### config.mk
export PLATFORM = sky130hd
export DESIGN_NAME = scan_outbox_retry_queue
export DESIGN_NICKNAME = d
export VERILOG_FILES = /design/src/rtl/sorq_pkg.sv /design/src/rtl/sorq_ring.sv /design/src/rtl/scan_outbox_retry_queue.sv
export SDC_FILE = /design/constraint.sdc
export NUM_CORES = 2
export LEC_CHECK = 0
export BUFFER_PORTS_ARGS = -buffer_cell sky130_fd_sc_hd__buf_2
export CAP_MARGIN = 20
export CORE_ASPECT_RATIO = 1.2
export CORE_MARGIN = 2
export CORE_UTILIZATION = 56
export CTS_CLUSTER_DIAMETER = 200
export CTS_CLUSTER_SIZE = 12
export DETAILED_ROUTE_END_ITERATION = 10
export PLACE_DENSITY = 0.75
export SLEW_MARGIN = 20
export SYNTH_ARGS = -nofsm -noshare
export SYNTH_HDL_FRONTEND = slang
export SYNTH_SLANG_ARGS = --single-unit
### constraint.sdc
create_clock -name i_clk -period 10.3 [get_ports i_clk]
set_clock_uncertainty 0.15 [all_clocks]
set_input_delay 1.03 -clock i_clk [delete_from_list [all_inputs] [get_ports i_clk]]
set_output_delay 1.03 -clock i_clk [all_outputs]
set_load 0.05 [all_outputs]
### src/rtl/sorq_pkg.sv
// sorq_pkg: shared constants, codes and types for the scan outbox retry queue
// depends on nothing; imported by sorq_ring and scan_outbox_retry_queue
`default_nettype none

package sorq_pkg;

    // ring geometry and entry layout
    localparam int DEPTH    = 32;
    localparam int TAG_BITS = 64;
    localparam int PTR_W    = (DEPTH > 1) ? $clog2(DEPTH) : 1;
    localparam int CNT_W    = $clog2(DEPTH + 1);

    // input item kinds
    localparam logic [1:0] MODE_SCAN    = 2'd0;
    localparam logic [1:0] MODE_POLL    = 2'd1;
    localparam logic [1:0] MODE_OUTCOME = 2'd2;

    // configuration register indexes
    localparam logic [2:0] CFG_ENDPOINT_OK = 3'd0;
    localparam logic [2:0] CFG_DUP_WINDOW  = 3'd1;
    localparam logic [2:0] CFG_RETRY_MIN   = 3'd2;
    localparam logic [2:0] CFG_RETRY_MAX   = 3'd3;
    localparam logic [2:0] CFG_MAX_PENDING = 3'd4;

    // reset values of configuration and backoff
    localparam logic [31:0] RST_DUP_WINDOW  = 32'd2500;
    localparam logic [31:0] RST_RETRY_MIN   = 32'd1000;
    localparam logic [31:0] RST_RETRY_MAX   = 32'd60000;
    localparam logic [5:0]  RST_MAX_PENDING = 6'd24;

    // http status boundaries
    localparam logic signed [10:0] HTTP_OK_LO      = 11'sd200;
    localparam logic signed [10:0] HTTP_OK_HI      = 11'sd300;
    localparam logic signed [10:0] HTTP_TOO_MANY   = 11'sd429;
    localparam logic signed [10:0] HTTP_SERVER_ERR = 11'sd500;
    localparam logic signed [10:0] HTTP_NOT_FOUND  = 11'sd404;

    // result codes
    typedef enum logic [3:0] {
        CODE_QUEUED     = 4'd0,
        CODE_DUPLICATE  = 4'd1,
        CODE_FULL       = 4'd2,
        CODE_SEND       = 4'd3,
        CODE_IDLE       = 4'd4,
        CODE_DELIVERED  = 4'd5,
        CODE_NOT_LINKED = 4'd6,
        CODE_REJECTED   = 4'd7,
        CODE_RETRY      = 4'd8,
        CODE_IGNORED    = 4'd9
    } t_code;

    // one queued scan event
    typedef struct packed {
        logic [TAG_BITS-1:0] tag;
        logic [31:0]         seq;
        logic                kind;
    } t_entry;

    // ring write request
    typedef struct packed {
        logic             en;
        logic [PTR_W-1:0] addr;
        t_entry           data;
    } t_ring_wr;

endpackage

`default_nettype wire

### src/rtl/sorq_ring.sv
// sorq_ring: entry storage of the scan outbox, one write and one registered read port
// depends on sorq_pkg (DEPTH, t_entry, t_ring_wr)
`default_nettype none

module sorq_ring
    import sorq_pkg::*;
(
    input  wire logic             i_clk,
    input  wire t_ring_wr         i_wr,
    input  wire logic [PTR_W-1:0] i_rd_addr,
    output t_entry                o_rd_data
);

    t_entry mem [DEPTH];
    t_entry r_rd_data;

    // write at the tail
    always_ff @(posedge i_clk) begin
        if (i_wr.en) begin
            mem[i_wr.addr] <= i_wr.data;
        end
    end

    // registered read of the head, new data forwarded on a same-address write
    always_ff @(posedge i_clk) begin
        if (i_wr.en && (i_wr.addr == i_rd_addr)) begin
            r_rd_data <= i_wr.data;
        end else begin
            r_rd_data <= mem[i_rd_addr];
        end
    end

    assign o_rd_data = r_rd_data;

endmodule

`default_nettype wire

### src/rtl/scan_outbox_retry_queue.sv
// scan_outbox_retry_queue: a start goes through the input register, the decision logic
// and the result register to the o_valid strobe; one transaction per cycle, busy low outside
// reset; the ring read is registered and addressed with n_head_ptr
// synchronous active-low reset clears pointers, count; resets backoff, config; ring entries
// are not cleared and need no clearing pass; results cannot be stalled by the receiver
// depends on sorq_pkg and sorq_ring
`default_nettype none

module scan_outbox_retry_queue
    import sorq_pkg::*;
(
    input  wire logic               i_clk,
    input  wire logic               i_rst_n,
    // item channel
    input  wire logic               start,
    output logic                    busy,
    input  wire logic [1:0]         i_mode,
    input  wire logic [63:0]        i_tag_uid,
    input  wire logic               i_scan_mode,
    input  wire logic [31:0]        i_now_ms,
    input  wire logic               i_link_up,
    input  wire logic signed [10:0] i_http_status,
    // result channel
    output logic                    o_valid,
    output logic [3:0]              o_code,
    output logic [63:0]             o_head_tag,
    output logic [31:0]             o_head_sequence,
    output logic                    o_head_scan_mode,
    output logic [5:0]              o_pending,
    output logic [31:0]             o_next_attempt_ms,
    // configuration channel
    input  wire logic               i_cfg_valid,
    output logic                    o_cfg_ready,
    input  wire logic [2:0]         i_cfg_index,
    input  wire logic [31:0]        i_cfg_data
);

    // configuration registers
    logic        r_endpoint_ok;
    logic [31:0] r_dup_window_ms;
    logic [31:0] r_retry_min_ms;
    logic [31:0] r_retry_max_ms;
    logic [5:0]  r_max_pending;

    // input register
    logic                r_in_valid;
    logic [1:0]          r_in_mode;
    logic [TAG_BITS-1:0] r_in_tag;
    logic                r_in_kind;
    logic [31:0]         r_in_now;
    logic                r_in_link;
    logic signed [10:0]  r_in_status;

    // queue state
    logic [PTR_W-1:0]    r_head_ptr, n_head_ptr;
    logic [PTR_W-1:0]    r_tail_ptr, n_tail_ptr;
    logic [CNT_W-1:0]    r_count, n_count;
    logic [31:0]         r_next_seq, n_next_seq;
    logic [31:0]         r_backoff_ms, n_backoff_ms;
    logic [31:0]         r_next_attempt, n_next_attempt;
    logic                r_awaiting, n_awaiting;
    logic [TAG_BITS-1:0] r_last_tag, n_last_tag;
    logic [31:0]         r_last_scan_at, n_last_scan_at;
    logic                r_have_last, n_have_last;

    // result register
    logic                r_out_valid;
    t_code               r_code, n_code;
    logic [TAG_BITS-1:0] r_out_tag, n_out_tag;
    logic [31:0]         r_out_seq, n_out_seq;
    logic                r_out_kind, n_out_kind;
    logic [CNT_W-1:0]    r_out_pending;
    logic [31:0]         r_out_next_attempt;

    // ring interface
    t_ring_wr ring_wr;
    t_entry   head_entry;

    // decision terms
    logic             is_dup;
    logic             is_full;
    logic             poll_not_due;
    logic [31:0]      since_scan;
    logic [31:0]      since_due;
    logic [32:0]      backoff_doubled;
    logic [31:0]      retry_backoff;
    logic [PTR_W-1:0] head_inc;
    logic [PTR_W-1:0] tail_inc;
    logic             st_ok;
    logic             st_retry;

    // nothing is taken while reset is held
    assign busy        = !i_rst_n;
    assign o_cfg_ready = i_rst_n;

    sorq_ring u_ring (
        .i_clk     (i_clk),
        .i_wr      (ring_wr),
        .i_rd_addr (n_head_ptr),
        .o_rd_data (head_entry)
    );

    // shared arithmetic
    always_comb begin
        since_scan      = r_in_now - r_last_scan_at;
        since_due       = r_in_now - r_next_attempt;
        is_dup          = r_have_last && (r_in_tag == r_last_tag)
                          && (since_scan < r_dup_window_ms);
        is_full         = (32'(r_count) >= 32'(r_max_pending))
                          || (32'(r_count) >= 32'(DEPTH));
        poll_not_due    = since_due[31];
        backoff_doubled = {r_backoff_ms, 1'b0};
        retry_backoff   = (backoff_doubled > {1'b0, r_retry_max_ms})
                          ? r_retry_max_ms : backoff_doubled[31:0];
        head_inc        = (r_head_ptr == PTR_W'(DEPTH - 1)) ? '0 : r_head_ptr + 1'b1;
        tail_inc        = (r_tail_ptr == PTR_W'(DEPTH - 1)) ? '0 : r_tail_ptr + 1'b1;
        st_ok           = (r_in_status >= HTTP_OK_LO) && (r_in_status < HTTP_OK_HI);
        st_retry        = r_in_status[10] || (r_in_status == HTTP_TOO_MANY)
                          || (r_in_status >= HTTP_SERVER_ERR);
    end

    // per-item decision and next state
    always_comb begin
        n_head_ptr     = r_head_ptr;
        n_tail_ptr     = r_tail_ptr;
        n_count        = r_count;
        n_next_seq     = r_next_seq;
        n_backoff_ms   = r_backoff_ms;
        n_next_attempt = r_next_attempt;
        n_awaiting     = r_awaiting;
        n_last_tag     = r_last_tag;
        n_last_scan_at = r_last_scan_at;
        n_have_last    = r_have_last;
        n_code         = CODE_IGNORED;
        n_out_tag      = '0;
        n_out_seq      = '0;
        n_out_kind     = 1'b0;
        ring_wr.en     = 1'b0;
        ring_wr.addr   = r_tail_ptr;
        ring_wr.data.tag  = r_in_tag;
        ring_wr.data.seq  = r_next_seq;
        ring_wr.data.kind = r_in_kind;

        if (r_in_valid) begin
            case (r_in_mode)
                MODE_SCAN: begin
                    if (is_dup) begin
                        n_code = CODE_DUPLICATE;
                    end else begin
                        n_last_tag     = r_in_tag;
                        n_last_scan_at = r_in_now;
                        n_have_last    = 1'b1;
                        if (is_full) begin
                            n_code = CODE_FULL;
                        end else begin
                            ring_wr.en = 1'b1;
                            n_tail_ptr = tail_inc;
                            n_count    = r_count + 1'b1;
                            n_out_seq  = r_next_seq;
                            n_next_seq = (r_next_seq == '1) ? 32'd1 : r_next_seq + 32'd1;
                            n_code     = CODE_QUEUED;
                        end
                    end
                end
                MODE_POLL: begin
                    if ((r_count == '0) || !r_endpoint_ok || r_awaiting || poll_not_due) begin
                        n_code = CODE_IDLE;
                    end else if (!r_in_link) begin
                        n_next_attempt = r_in_now + r_backoff_ms;
                        n_backoff_ms   = retry_backoff;
                        n_code         = CODE_RETRY;
                    end else begin
                        n_awaiting = 1'b1;
                        n_out_tag  = head_entry.tag;
                        n_out_seq  = head_entry.seq;
                        n_out_kind = head_entry.kind;
                        n_code     = CODE_SEND;
                    end
                end
                MODE_OUTCOME: begin
                    if (r_awaiting && (r_count != '0)) begin
                        n_awaiting = 1'b0;
                        if (!st_ok && st_retry) begin
                            n_next_attempt = r_in_now + r_backoff_ms;
                            n_backoff_ms   = retry_backoff;
                            n_code         = CODE_RETRY;
                        end else begin
                            // entry leaves the queue
                            n_head_ptr     = head_inc;
                            n_count        = r_count - 1'b1;
                            n_backoff_ms   = r_retry_min_ms;
                            n_next_attempt = r_in_now;
                            if (st_ok) begin
                                n_code = CODE_DELIVERED;
                            end else if (r_in_status == HTTP_NOT_FOUND) begin
                                n_code = CODE_NOT_LINKED;
                            end else begin
                                n_code = CODE_REJECTED;
                            end
                        end
                    end
                end
                default: begin
                    n_code = CODE_IGNORED;
                end
            endcase
        end
    end

    // configuration writes
    always_ff @(posedge i_clk) begin
        if (!i_rst_n) begin
            r_endpoint_ok   <= 1'b1;
            r_dup_window_ms <= RST_DUP_WINDOW;
            r_retry_min_ms  <= RST_RETRY_MIN;
            r_retry_max_ms  <= RST_RETRY_MAX;
            r_max_pending   <= RST_MAX_PENDING;
        end else if (i_cfg_valid) begin
            case (i_cfg_index)
                CFG_ENDPOINT_OK: r_endpoint_ok   <= i_cfg_data[0];
                CFG_DUP_WINDOW:  r_dup_window_ms <= i_cfg_data;
                CFG_RETRY_MIN:   r_retry_min_ms  <= i_cfg_data;
                CFG_RETRY_MAX:   r_retry_max_ms  <= i_cfg_data;
                CFG_MAX_PENDING: r_max_pending   <= i_cfg_data[5:0];
                default: begin
                end
            endcase
        end
    end

    // input register: capture the transaction
    always_ff @(posedge i_clk) begin
        if (!i_rst_n) begin
            r_in_valid <= 1'b0;
        end else begin
            r_in_valid <= start && !busy;
        end
    end

    always_ff @(posedge i_clk) begin
        if (start && !busy) begin
            r_in_mode   <= i_mode;
            r_in_tag    <= i_tag_uid[TAG_BITS-1:0];
            r_in_kind   <= i_scan_mode;
            r_in_now    <= i_now_ms;
            r_in_link   <= i_link_up;
            r_in_status <= i_http_status;
        end
    end

    // queue state
    always_ff @(posedge i_clk) begin
        if (!i_rst_n) begin
            r_head_ptr     <= '0;
            r_tail_ptr     <= '0;
            r_count        <= '0;
            r_next_seq     <= 32'd1;
            r_backoff_ms   <= RST_RETRY_MIN;
            r_next_attempt <= '0;
            r_awaiting     <= 1'b0;
            r_last_tag     <= '0;
            r_last_scan_at <= '0;
            r_have_last    <= 1'b0;
        end else begin
            r_head_ptr     <= n_head_ptr;
            r_tail_ptr     <= n_tail_ptr;
            r_count        <= n_count;
            r_next_seq     <= n_next_seq;
            r_backoff_ms   <= n_backoff_ms;
            r_next_attempt <= n_next_attempt;
            r_awaiting     <= n_awaiting;
            r_last_tag     <= n_last_tag;
            r_last_scan_at <= n_last_scan_at;
            r_have_last    <= n_have_last;
        end
    end

    // result register
    always_ff @(posedge i_clk) begin
        if (!i_rst_n) begin
            r_out_valid <= 1'b0;
        end else begin
            r_out_valid <= r_in_valid;
        end
    end

    always_ff @(posedge i_clk) begin
        r_code             <= n_code;
        r_out_tag          <= n_out_tag;
        r_out_seq          <= n_out_seq;
        r_out_kind         <= n_out_kind;
        r_out_pending      <= n_count;
        r_out_next_attempt <= n_next_attempt;
    end

    assign o_valid           = r_out_valid;
    assign o_code            = r_code;
    assign o_head_tag        = 64'(r_out_tag);
    assign o_head_sequence   = r_out_seq;
    assign o_head_scan_mode  = r_out_kind;
    assign o_pending         = 6'(r_out_pending);
    assign o_next_attempt_ms = r_out_next_attempt;

endmodule

`default_nettype wire
==> flow_metrics.tcl <==
set metrics [dict create \
    outcome "completed" \
    max_clock_freq_mhz 123 \
    regArea_sq_um 106000 \
    tns_ns 0 \
    fin_nets 8225 \
    synth_warnings 0 \
    grt_pass1_vias 76961 \
    drt-met1-wl_mm 142 \
    top_layer_used "met5" \
    dpl.hpwl_mm 221 \
    syn_inst 7391 \
    syn_area_per_cell_sq_um 19.5 \
    cts_tree "yes" \
    core_area_sq_um 255000 \
    ios 292 \
    irDropWorstVdd_uv 133 \
    final_common_cell "edfxtp_1" \
    post_cts_buffers 0 \
    crit_required_ns 10.67 \
    htree_num_levels 5 \
    ys_seq_area_share_pct 73.4 \
    initial_utilization_pct 56.4 \
    die_x_um 467 \
    min_period_over_period_pct 79.2 \
    dr.pass1.iters 7 \
    slew_headroom_pct 20.9 \
    grt_max_degree 157 \
    area_delta_synth_final_pct 11.6 \
    crit_type "flop to flop" \
    rows 203 \
    antenna_found_initial 18 \
    cts_hold_buf 0 \
    viasPerCell 6.67 \
    portBuffers 291 \
    clock_sinks 3674 \
    synth_edf_count 3215 \
    gr-total-overflow 0 \
    finalSetupViolations 0 \
    track_usage_pct 29.8 \
    rsz0062_at_grt "no" \
    vias 76801 \
    ys.flop_type "edfxtp_1" \
    worst_pin_slew_ns 1.18 \
    fp.dieArea_sq_um 261000 \
    clock_latency_ns 0.92 \
    leakagePower_uw 0.0513 \
    hold_class "primary input to flop" \
    met3_length_mm 38.3 \
    async_flop_share_pct 0 \
    antenna_left 0 \
    cts_buffer_depth 4 \
    path_clk_slew_ns 0.07 \
    fin_crit_ns 8.16 \
    hold_viol 0 \
    crit_path_start_kind "flop" \
    fin_ws_ns 2.14 \
    layout_common_cells "edfxtp_1 (3215), mux4_2 (970), dfxtp_1 (452)" \
    synth.cell_area_sq_um 144000 \
    wl_met2_mm 193 \
    max_cap_violations 0 \
    wirelength_mm 390 \
    ys_types 87 \
    cts_root_buffer "clkbuf_16" \
    power.density_nw_per_um2 179 \
    grt_pass1_wl_mm 558 \
    cts_buffers 348 \
    crit_arrival_ns 8.54 \
    crit_fanout 57 \
    drive_gt1_share_pct 23.9 \
    syn_nets 7718 \
    die_y_um 559 \
    ys_seq_elements 3674 \
    ctsResizeCount 0 \
    fillers 16877 \
    endpoint_kind "flop" \
    gp_congestion 0.945 \
    drc 0 \
    slew_viol_final 0 \
    place_ws_ns 2.33 \
    multiInputGateArea_sq_um 36400 \
    route.detailed.wl_per_inst_um 33.9 \
    drtIter0Drc 10667 \
]
[logic make-up after synthesis]
family | synth area share (%)
flops | 73.4
mux | 16.6
simple gates | 3.25
compound gates | 2.95
buf+inv | 1.48
fa+ha+maj | 1.55
xor+xnor | 0.754
[stage by stage]
| step | hold slack (ns) | cell area [sq um] | power, uW | instances | utilization (%) |
|---|---|---|---|---|---|
| after floorplan | 0.282 | 144000 | 17000 | 7391 | - |
| after global placement | 0.292 | 151000 | 17300 | 10929 | 59.1 |
| after detailed placement | 0.297 | 151000 | 17300 | 10930 | 59.1 |
| after CTS | 0.0877 | 161000 | 28900 | 11514 | 62.9 |
| after global routing | 0.112 | 161000 | 29500 | 11515 | 63.0 |
| final | 0.139 | 161000 | 28700 | 11519 | 63.0 |
[critical path, stage by stage, from the launching register on]
cell	delay (ns)
edfxtp_1	0.44
inv_1	0.11
ha_1	0.18
inv_1	0.06
fa_1	0.42
a211o_1	0.29
a211oi_1	0.33
nor4b_1	0.12
o21ai_0	0.48
o31ai_1	0.27
a211oi_1	0.35
o31ai_1	0.12
a21oi_1	0.18
xnor2_1	0.09
ha_1	0.29
nand3_1	0.10
or3_1	0.41
nor3_1	0.33
o311a_1	0.35
o311ai_4	0.10
buf_4	0.27
nor2_4	0.20
nand2_1	0.53
nor2_4	1.04
buf_12	0.40
[final timing paths]
path | slack, ns | end | depth (start not counted) | start
worst min-delay path | 0.14 | r_in_tag[60] | 1 | i_tag_uid[60]
worst max-delay path | 2.14 | u_ring.mem[24][62] | 24 | r_in_now[0]
worst min register to register | 0.30 | r_retry_min_ms[14] | 2 | r_retry_min_ms[14]
worst max register to register | 2.14 | u_ring.mem[24][62] | 24 | r_in_now[0]
[flip-flops by register name, summed over array words and instances (netlist names), 64 cells and up, named ones only]
signal / flops
u_ring.mem: 3104
o_head_tag: 64
r_last_tag: 64
r_in_tag: 64
[synthesized netlist by cell type (9+ instances only)]
library cell / instances / area share (%)
nand4_1: 40 / 0.17
nand2b_1: 22 / 0.096
and3_1: 18 / 0.078
clkbuf_1: 264 / 0.69
buf_1: 69 / 0.18
a31oi_1: 20 / 0.087
nor2b_1: 26 / 0.11
nand3_1: 57 / 0.20
nor2_1: 379 / 0.99
or4_1: 10 / 0.052
a21o_1: 35 / 0.18
o21a_1: 15 / 0.078
nor4_1: 20 / 0.087
a21oi_1: 270 / 0.94
o22ai_1: 13 / 0.056
buf_2: 24 / 0.083
mux2i_1: 198 / 1.4
nand2_1: 338 / 0.88
o21ai_0: 113 / 0.39
xnor2_1: 95 / 0.58
and2_1: 46 / 0.20
xor2_1: 29 / 0.18
a22o_1: 27 / 0.16
inv_1: 176 / 0.46
a211o_1: 14 / 0.085
nor3_1: 28 / 0.097
or3_1: 9 / 0.039
nand3b_1: 9 / 0.047
mux4_2: 970 / 15
ha_1: 175 / 1.5
edfxtp_1: 3215 / 67
dfxtp_1: 459 / 6.4
a211oi_1: 35 / 0.18
a221o_1: 16 / 0.11
o211ai_1: 36 / 0.19
[layer usage]
| layer | up-vias | global-route usage [%] |
|---|---|---|
| li1 | 30876 | - |
| met1 | 40280 | 40.6 |
| met2 | 4922 | 48.7 |
| met3 | 711 | 5.23 |
| met4 | 12 | 11.0 |
| met5 | - | 0 |
[final cells by class]
class | instances | area share [%]
diodes | 5 | 0.00779
clock buffers | 564 | 5.95
inverters | 178 | 0.420
flip-flops and latches | 3674 | 65.8
multi-input cells | 3173 | 22.7
clock inverters | 20 | 0.209
repair buffers | 523 | 2.30
well taps | 3382 | 2.63
[power breakdown]
part / internal, uW / switching [uW] / total [uW]
Clock: 6340 / 5370 / 11700
Combinational: 223 / 559 / 782
Sequential: 16200 / 50.5 / 16200
Note: power is estimated with default switching activity, not from simulation.
